--- src/wtm_pkg.sv ---
package wtm_pkg;

  localparam int SAMPLE_W   = 10;
  localparam int MEAN_W     = 14;
  localparam int FRAC_W     = 4;
  localparam int WINDOW_DEF = 10;

  typedef enum logic [1:0] {
    ST_FILL,
    ST_DRAIN,
    ST_MUL,
    ST_DIV
  } fsm_e;

  // per-cycle command broadcast to every cell of the chain
  typedef struct packed {
    logic insert;
    logic drain;
  } cell_ctl_t;

endpackage

--- src/wtm_cell.sv ---
module wtm_cell (
  input  logic                            clk_i,
  input  wtm_pkg::cell_ctl_t              ctl_i,
  input  logic [wtm_pkg::SAMPLE_W-1:0]    sample_i,
  input  logic                            occupied_i,
  input  logic [wtm_pkg::SAMPLE_W-1:0]    left_val_i,
  input  logic                            left_ins_i,
  input  logic [wtm_pkg::SAMPLE_W-1:0]    right_val_i,
  output logic [wtm_pkg::SAMPLE_W-1:0]    val_o,
  output logic                            ins_o
);

  logic [wtm_pkg::SAMPLE_W-1:0] val_q, val_d;

  // empty cells act as +inf so new items land at the end of the sorted run
  assign ins_o = !occupied_i || (sample_i < val_q);
  assign val_o = val_q;

  always_comb begin
    val_d = val_q;
    if (ctl_i.drain) begin
      val_d = right_val_i;
    end else if (ctl_i.insert && ins_o) begin
      val_d = left_ins_i ? left_val_i : sample_i;
    end
  end

  always_ff @(posedge clk_i) begin
    val_q <= val_d;
  end

endmodule

--- src/wtm_div.sv ---
module wtm_div #(
  parameter int KEEP  = 6,
  parameter int SUM_W = 14
) (
  input  logic                          clk_i,
  input  logic                          load_i,
  input  logic [SUM_W-1:0]              sum_i,
  output logic [wtm_pkg::MEAN_W-1:0]    quot_o
);

  localparam int X_W = SUM_W + wtm_pkg::FRAC_W;
  localparam longint unsigned RECIP = (64'd1 << X_W) / KEEP;
  localparam logic [X_W-1:0]   RECIP_C = X_W'(RECIP);
  localparam logic [X_W-1:0]   KEEP_C  = X_W'(KEEP);

  logic [X_W-1:0]   x_q;
  logic [2*X_W-1:0] prod_q;
  logic [X_W-1:0]   x_d;
  logic [X_W-1:0]   q0, qk, rem, quot;

  assign x_d = {sum_i, {wtm_pkg::FRAC_W{1'b0}}};

  always_ff @(posedge clk_i) begin
    if (load_i) begin
      x_q    <= x_d;
      prod_q <= (2*X_W)'(x_d) * (2*X_W)'(RECIP_C);
    end
  end

  // reciprocal estimate is low by at most one; fix with one compare
  assign q0   = prod_q[2*X_W-1 -: X_W];
  assign qk   = q0 * KEEP_C;
  assign rem  = x_q - qk;
  assign quot = (rem >= KEEP_C) ? q0 + 1'b1 : q0;

  assign quot_o = wtm_pkg::MEAN_W'(quot);

endmodule

--- src/windowed_trimmed_mean.sv ---
// Channel | Direction | Handshake                 | Payload
// in      | input     | in_valid_i / in_stall_o   | sample_i  [9:0]
// out     | output    | out_valid_o / out_stall_i | mean_q4_o [13:0]
//
// Samples enter at one per cycle while in the fill phase; each is insert-sorted into the cell chain.
// The WINDOW-th sample starts a drain of all WINDOW cells (one cell per cycle
// into the accumulator), then a reciprocal-multiply step and a correction
// step; input stays stalled through all of these, and longer if out stalls.
// rst_ni clears the fill count, FSM and output valid; cell contents are not reset.
// in_stall_o is high outside the fill phase; a held result never blocks filling.
module windowed_trimmed_mean #(
  parameter int WINDOW = wtm_pkg::WINDOW_DEF
) (
  input  logic                          clk_i,
  input  logic                          rst_ni,
  input  logic                          in_valid_i,
  output logic                          in_stall_o,
  input  logic [wtm_pkg::SAMPLE_W-1:0]  sample_i,
  output logic                          out_valid_o,
  input  logic                          out_stall_i,
  output logic [wtm_pkg::MEAN_W-1:0]    mean_q4_o
);

  localparam int TRIM  = WINDOW / 5;
  localparam int KEEP  = WINDOW - 2 * TRIM;
  localparam int CW    = $clog2(WINDOW);
  localparam int SUM_W = wtm_pkg::SAMPLE_W + $clog2(WINDOW);

  wtm_pkg::fsm_e      state_q, state_d;
  logic [CW-1:0]      count_q, count_d;
  logic [SUM_W-1:0]   sum_q, sum_d;
  logic               out_valid_q, out_valid_d;
  logic [wtm_pkg::MEAN_W-1:0] mean_q, mean_d;

  wtm_pkg::cell_ctl_t ctl;
  logic               accept, div_load;
  logic               keep_idx;
  logic [wtm_pkg::MEAN_W-1:0] quot;

  logic [wtm_pkg::SAMPLE_W-1:0] val [WINDOW];
  logic [WINDOW-1:0]            ins;

  assign accept     = in_valid_i && (state_q == wtm_pkg::ST_FILL);
  assign in_stall_o = (state_q != wtm_pkg::ST_FILL);
  assign ctl.insert = accept;
  assign ctl.drain  = (state_q == wtm_pkg::ST_DRAIN);

  for (genvar i = 0; i < WINDOW; i++) begin : g_cell
    localparam logic [CW-1:0] IDX = CW'(i);
    logic [wtm_pkg::SAMPLE_W-1:0] left_val, right_val;
    logic                         left_ins;

    if (i == 0) begin : g_first
      assign left_val = '0;
      assign left_ins = 1'b0;
    end else begin : g_mid
      assign left_val = val[i-1];
      assign left_ins = ins[i-1];
    end
    if (i == WINDOW - 1) begin : g_last
      assign right_val = '0;
    end else begin : g_notlast
      assign right_val = val[i+1];
    end

    wtm_cell u_cell (
      .clk_i      (clk_i),
      .ctl_i      (ctl),
      .sample_i   (sample_i),
      .occupied_i (IDX < count_q),
      .left_val_i (left_val),
      .left_ins_i (left_ins),
      .right_val_i(right_val),
      .val_o      (val[i]),
      .ins_o      (ins[i])
    );
  end

  wtm_div #(
    .KEEP (KEEP),
    .SUM_W(SUM_W)
  ) u_div (
    .clk_i (clk_i),
    .load_i(div_load),
    .sum_i (sum_q),
    .quot_o(quot)
  );

  // drain index counts sorted rank; only the middle ranks are summed
  assign keep_idx = ({1'b0, count_q} >= (CW+1)'(TRIM)) &&
                    ({1'b0, count_q} <  (CW+1)'(WINDOW - TRIM));

  always_comb begin
    state_d     = state_q;
    count_d     = count_q;
    sum_d       = sum_q;
    div_load    = 1'b0;
    mean_d      = mean_q;
    out_valid_d = out_valid_q && out_stall_i;
    unique case (state_q)
      wtm_pkg::ST_FILL: begin
        if (accept) begin
          if (count_q == CW'(WINDOW - 1)) begin
            count_d = '0;
            sum_d   = '0;
            state_d = wtm_pkg::ST_DRAIN;
          end else begin
            count_d = count_q + 1'b1;
          end
        end
      end
      wtm_pkg::ST_DRAIN: begin
        if (keep_idx) begin
          sum_d = sum_q + SUM_W'(val[0]);
        end
        if (count_q == CW'(WINDOW - 1)) begin
          count_d = '0;
          state_d = wtm_pkg::ST_MUL;
        end else begin
          count_d = count_q + 1'b1;
        end
      end
      wtm_pkg::ST_MUL: begin
        div_load = 1'b1;
        state_d  = wtm_pkg::ST_DIV;
      end
      wtm_pkg::ST_DIV: begin
        if (!out_valid_q || !out_stall_i) begin
          mean_d      = quot;
          out_valid_d = 1'b1;
          state_d     = wtm_pkg::ST_FILL;
        end
      end
      default: state_d = wtm_pkg::ST_FILL;
    endcase
  end

  always_ff @(posedge clk_i or negedge rst_ni) begin
    if (!rst_ni) begin
      state_q     <= wtm_pkg::ST_FILL;
      count_q     <= '0;
      out_valid_q <= 1'b0;
    end else begin
      state_q     <= state_d;
      count_q     <= count_d;
      out_valid_q <= out_valid_d;
    end
  end

  always_ff @(posedge clk_i) begin
    sum_q  <= sum_d;
    mean_q <= mean_d;
  end

  assign out_valid_o = out_valid_q;
  assign mean_q4_o   = mean_q;

`ifndef SYNTH
  for (genvar k = 0; k < WINDOW - 1; k++) begin : g_chk_sorted
    localparam logic [CW-1:0] NXT = CW'(k + 1);
    a_sorted: assert property (@(posedge clk_i) disable iff (!rst_ni)
      (state_q == wtm_pkg::ST_FILL && NXT < count_q) |-> (val[k] <= val[k+1]))
      else $error("cell chain out of order");
  end

  a_result_from_div: assert property (@(posedge clk_i) disable iff (!rst_ni)
    $rose(out_valid_q) |-> $past(state_q == wtm_pkg::ST_DIV))
    else $error("result appeared outside the divide step");

  a_drain_len: assert property (@(posedge clk_i) disable iff (!rst_ni)
    (state_q == wtm_pkg::ST_DRAIN && count_q == CW'(WINDOW - 1))
      |=> (state_q == wtm_pkg::ST_MUL))
    else $error("drain did not end after a full window");

  a_mul_to_div: assert property (@(posedge clk_i) disable iff (!rst_ni)
    (state_q == wtm_pkg::ST_MUL) |=> (state_q == wtm_pkg::ST_DIV && count_q == '0))
    else $error("multiply step not followed by divide step");
`endif

endmodule

--- config.mk ---
export PLATFORM = sky130hd
export DESIGN_NAME = windowed_trimmed_mean
export DESIGN_NICKNAME = d
export VERILOG_FILES = /design/src/wtm_pkg.sv /design/src/wtm_cell.sv /design/src/wtm_div.sv /design/src/windowed_trimmed_mean.sv
export SDC_FILE = /design/constraint.sdc
export NUM_CORES = 1
export LEC_CHECK = 0
export BUFFER_PORTS_ARGS = -buffer_cell sky130_fd_sc_hd__buf_4
export CAP_MARGIN = 20
export CORE_MARGIN = 4
export CORE_UTILIZATION = 60
export DETAILED_ROUTE_END_ITERATION = 6
export PLACE_DENSITY = 0.88
export SYNTH_ARGS = -nofsm -noshare
export SYNTH_HDL_FRONTEND = slang
export SYNTH_SLANG_ARGS = --single-unit
--- constraint.sdc ---
create_clock -name clk_i -period 15.4 [get_ports clk_i]
set_clock_uncertainty 0.05 [all_clocks]
set_input_delay 3.85 -clock clk_i [delete_from_list [all_inputs] [get_ports clk_i]]
set_output_delay 3.85 -clock clk_i [all_outputs]
set_load 0.02 [all_outputs]
==> out/results.ini, run 1 <==
[logic_synthesis]
syn_inst=1444
synth_warnings=0
netlist_area_sq_um=14410
avgSynthCellArea_sq_um=9.978
synth-edff-count=148
synth_area_leaders=edfxtp_1 (31%), ha_1 (19%), mux2i_1 (6.5%)
synthFlopType=edfxtp_1
synth.distinct_cells=66
synth-seq-area-share_pct=33.45
synthesis.nets=1721
async_flop_share_pct=4.242
ys_ff_latch=165
yosys.area.top_type_share_pct=30.84
yosysTopAreaCell=edfxtp_1

[timing]
tightest_slew_ns=1.100
relSlewSlack_pct=26.67
finalSetupViolCount=0
rsz0062_at_grt=no
fin_crit_sh_pct=42.61
finalCriticalPeriod_ns=6.562
timing.fmax_mhz=152.4
fin_setup_tns_ns=0
slew_violations=0
hold-worst-slack_ns=0.4808
hold_violations=0

[global_route]
grt_max_degree=110
met3_usage_pct=4.657
met1_usage_pct=33.14
grt_overflow=0
grt_pass1_wl_mm=55.61
grtUsageTotal_pct=26.32
gr-usage-met2_pct=44.21
antenna_found_initial=0
grt-busiest-layer=met2
grt_pass1_vias=11233

[floorplan]
rows=56
dieArea_sq_um=26560
coreArea_sq_um=23540
start_util_pct=61.20
die_h_um=163.0
die_x_um=163.0
pin_count=30

[finish]
regArea_sq_um=4820
mostFrequentLayoutCells=ha_1 (217), inv_1 (184), edfxtp_1 (148)
final_common_cell=ha_1
multi_input_area_sq_um=8716
syn2layout_area_growth_pct=7.859
drive_above_1_share_pct=7.260
diodes=0
fillCellCount=1697
finalNetCount=1724

[route]
vias=11108
dr.pass1.iters=5
drt_first_iter_violations=980
drt-vias-per-instance=6.244
drc_errors=0
wl_per_cell_um=19.31
routed_wl_mm=34.35
detail-route-antenna-nets=0

[run_status]
status=finished clean

[clock_tree]
cts_sinks=165
cts-root-buf=clkbuf_16
tritoncts=done
clk_pin_slew_ns=0.07
cts_setup_buffers=0
htreeDepth=4
cts_buffer_depth=2
clk-insertion-delay-late_ns=0.45
cts_buffers=17
cts_hold_buf=0
cts.repair.resized=0

[critical_path]
critPathMaxFanout=20
end_kind=flip-flop
crit_required_ns=15.42
crit_type=input pin to flip-flop
start_kind=input pin
cp.arrival_ns=6.58

[placement]
io_buffers=29
detailed_place_hpwl_mm=24.76
gp_congestion=0.8924

[worst_hold_path]
hp-class=flip-flop to flip-flop

[run]
max_cap_viol_count=0

## final timing paths
check                      depth (start not counted)                                  end  slack [ns]                     from
setup reg to reg                                  15           u_div.prod_q[31]$_DFFE_PP_        9.17  sum_q[10]$_SDFFCE_PN0P_
min in group asynchronous                          1               count_q[1]$_DFFE_PN0P_        3.16                   rst_ni
setup / recovery                                   9  g_cell[2].u_cell.val_o[8]$_DFFE_PP_        8.84              sample_i[1]
max in group asynchronous                          1               count_q[3]$_DFFE_PN0P_       12.00                   rst_ni
hold / removal                                     1                out_valid_o$_DFF_PN0_        0.48    out_valid_o$_DFF_PN0_
hold reg to reg                                    1                out_valid_o$_DFF_PN0_        0.48    out_valid_o$_DFF_PN0_
## cell type report
class / count / area share, %
Clock buffer: 17 / 2.737
Clock inverter: 15 / 1.200
Inverter: 184 / 4.444
Multi-Input combinational cell: 1039 / 56.08
Sequential cell: 165 / 31.01
Tap cell: 319 / 2.568
Timing Repair Buffer: 40 / 1.956
## per-layer routing
layer,part of all wire [%],vias up
li1,-,5189
met1,39,5294
met2,49,503
met3,7.6,122
met4,4.3,0
met5,0,-
## state kept, by name (all words and copies together) (netlist names)
| signal | flops |
|---|---|
| out_valid_o | 1 |
| sum_q | 14 |
| state_q | 2 |
| count_q | 4 |
| mean_q4_o | 14 |
| g_cell.u_cell.val_o | 100 |
| u_div.prod_q | 16 |
| u_div.x_q | 14 |
## kinds of logic (layout without fill, tap and decap cells)
group | count (synthesis) | count (layout) | synth area share [%]
fa+ha+maj | 263 | 263 | 25.18
xor+xnor | 54 | 54 | 3.282
mux | 106 | 106 | 7.468
simple gates | 283 | 283 | 9.665
buf+inv | 240 | 256 | 6.348
compound gates | 333 | 333 | 14.61
flops | 165 | 165 | 33.45
## worst max-delay path, stage by stage
cell and delay [ns]:
buf_4 0.26, ha_1 0.28, a21o_1 0.16, a21o_1 0.17, a211oi_1 0.25, o21ai_0 0.12, o211ai_1 0.11, nand3_1 0.50
o21bai_1 0.87
## synthesized netlist by cell type (all sizes together), types with 10 or more instances
master,number
o22ai,12
xnor2,34
nand2b,19
mux2,12
a21o,37
xor2,20
ha,218
o21ai,132
mux2i,94
o211ai,10
dfxtp,10
nor4,16
o21bai,14
clkbuf,47
inv,184
a21oi,54
o21a,15
nand2,116
and2,14
a2111oi,13
nand3,24
edfxtp,148
nor2b,15
nor3,12
fa,45
nor2,36
## metrics by stage
stage	worst slack [ns]	cell area (sq um)	cells	utilization (%)
3_3_place_gp	8.546	14910	1745	63.33
6_report	8.838	15540	1779	66.01
3_5_place_dp	8.392	14910	1745	63.33
5_1_grt	8.683	15540	1779	66.01
4_1_cts	8.874	15520	1777	65.93
2_1_floorplan	8.969	14410	1444	-
Power of run 1 is left out: the tool's default activity adds up to more than one toggle a clock period on the data nets, which glitch-free logic cannot reach.
==> inputs of run 2 (changes only) <==
clock period = 6.2 ns   (was 15.4 ns; I/O delays follow)
==> out/results.ini, run 2 (synthesis gave the netlist of run 1 again) <==
[finish]
drive_above_1_share_pct=7.624  ; +0.36 points
syn2layout_area_growth_pct=8.119
fillCellCount=1744  ; +2.8%
finalNetCount=1733  ; +0.52%
mostFrequentLayoutCells=ha_1 (217), inv_1 (184), edfxtp_1 (148)
final_common_cell=ha_1
largest_register_ff_count=100  ; unchanged
post-route-util_pct=66.17  ; +0.16 points
diodes=0  ; unchanged
instances_no_fill=1788  ; +0.51%

[critical_path]
end_kind=flip-flop
cp.arrival_ns=6.06  ; -0.52 ns
crit_required_ns=6.34  ; -9.08 ns
r2r_slack_ns=0.28  ; -8.89 ns
critPathMaxFanout=6  ; -70%
start_kind=flip-flop
crit_type=flip-flop to flip-flop

[route]
drc_errors=0  ; unchanged
dr.pass1.iters=7  ; +2
vias=11068  ; -0.36%
routed_wl_mm=33.35  ; -2.9%
drt_first_iter_violations=1006  ; +2.7%
wl_per_cell_um=18.65  ; -3.4%
drt-vias-per-instance=6.190  ; -0.86%
detail-route-antenna-nets=0  ; unchanged

[floorplan]
pin_count=30  ; unchanged
dieArea_sq_um=26560  ; unchanged
rows=56  ; unchanged
coreArea_sq_um=23540  ; unchanged
start_util_pct=61.20  ; unchanged
die_h_um=163.0  ; unchanged
die_x_um=163.0  ; unchanged

[timing]
relSlewSlack_pct=33.14  ; +6.5 points
tightest_slew_ns=1.001  ; -0.09923 ns
finalCriticalPeriod_ns=5.923
fin_crit_sh_pct=95.53
slew_violations=0  ; unchanged
hold_violations=0  ; unchanged
timing.fmax_mhz=168.8
finalSetupViolCount=0  ; unchanged

[clock_tree]
cts_sinks=165  ; unchanged
cts_buffers=17  ; unchanged
clk_pin_slew_ns=0.07  ; about the same
cts_buffer_depth=2  ; unchanged
cts_hold_buf=0  ; unchanged
htreeDepth=4  ; unchanged
cts-root-buf=clkbuf_16
tritoncts=done
clk-insertion-delay-late_ns=0.44  ; about the same

[placement]
gp_congestion=0.9169  ; +2.7%
io_buffers=29  ; unchanged
detailed_place_hpwl_mm=24.40  ; -1.4%
dp.cells=1752  ; +0.40%

[global_route]
grt_pass1_vias=11188  ; -0.40%
grt_max_degree=101  ; -8.2%
grt_pass1_wl_mm=55.52  ; -0.16%
antenna_found_initial=0  ; unchanged
grtUsageTotal_pct=25.77  ; -0.55 points
grt_overflow=0  ; unchanged

[worst_hold_path]
hp-class=flip-flop to flip-flop

[run_status]
status=finished clean

[run]
max_cap_viol_count=0  ; unchanged

-- run 2: repair_timing --
action | CTS | global route
gates resized for setup | 0 | 2
endpoints found under the setup margin | 0 | 4
buffers inserted | 0 | 3
-- run 2: per-stage QoR --
step / hold slack, ns / setup TNS, ns / cell area [sq um] / setup slack [ns]
6_report: 0.4921 / 0 / 15580 / 0.2773
5_1_grt: 0.5185 / -0.01352 / 15580 / -0.01352
4_1_cts: 0.4953 / 0 / 15530 / 0.1894
3_5_place_dp: 0.4751 / 0 / 14960 / 0.2353
3_3_place_gp: 0.4579 / 0 / 14960 / 0.4572
2_1_floorplan: 0.4365 / 0 / 14410 / 0.7795
-- run 2: final cells by class --
type,instances,area (sq um),share of cell area [%]
Multi-Input combinational cell,1039,8730,56.04
Sequential cell,165,4820,30.94
Inverter,184,690.7,4.433
Clock buffer,23,479.2,3.076
Tap cell,319,399.1,2.562
Timing Repair Buffer,49,367.9,2.361
Clock inverter,9,92.59,0.5943
-- run 2: worst paths after layout --
kind	startpoint	to	cells after the start
max in group asynchronous	rst_ni	count_q[1]$_DFFE_PN0P_	1
worst max register to register	sum_q[10]$_SDFFCE_PN0P_	u_div.prod_q[31]$_DFFE_PP_	17
min in group asynchronous	rst_ni	state_q[0]$_DFFE_PN0P_	1
worst min register to register	out_valid_o$_DFF_PN0_	out_valid_o$_DFF_PN0_	1
worst max-delay path	sum_q[10]$_SDFFCE_PN0P_	u_div.prod_q[31]$_DFFE_PP_	17
worst min-delay path	out_valid_o$_DFF_PN0_	out_valid_o$_DFF_PN0_	1
-- run 2: layer usage --
layer / global-route usage, % / wire length (um) / up-vias
met5: 0 / 0 / -
met4: 9.569 / 880 / 0
met3: 4.606 / 2309 / 78
met2: 43.04 / 16250 / 443
met1: 33.69 / 13910 / 5371
li1: - / - / 5176
-- run 2: critical path: stages, from the launching register on --
cell and delay (ns):
edfxtp_1 0.48, ha_1 0.38, fa_1 0.54, inv_1 0.07
fa_1 0.58, inv_1 0.14, fa_1 0.58, fa_1 0.45
fa_1 0.47, ha_1 0.37, a21o_1 0.20, a21o_1 0.17
a21oi_1 0.25, o31ai_4 0.16, o21ai_0 0.26, o21ai_0 0.19
a21oi_1 0.23, xnor2_1 0.08
Power of run 2 is left out for the same reason.
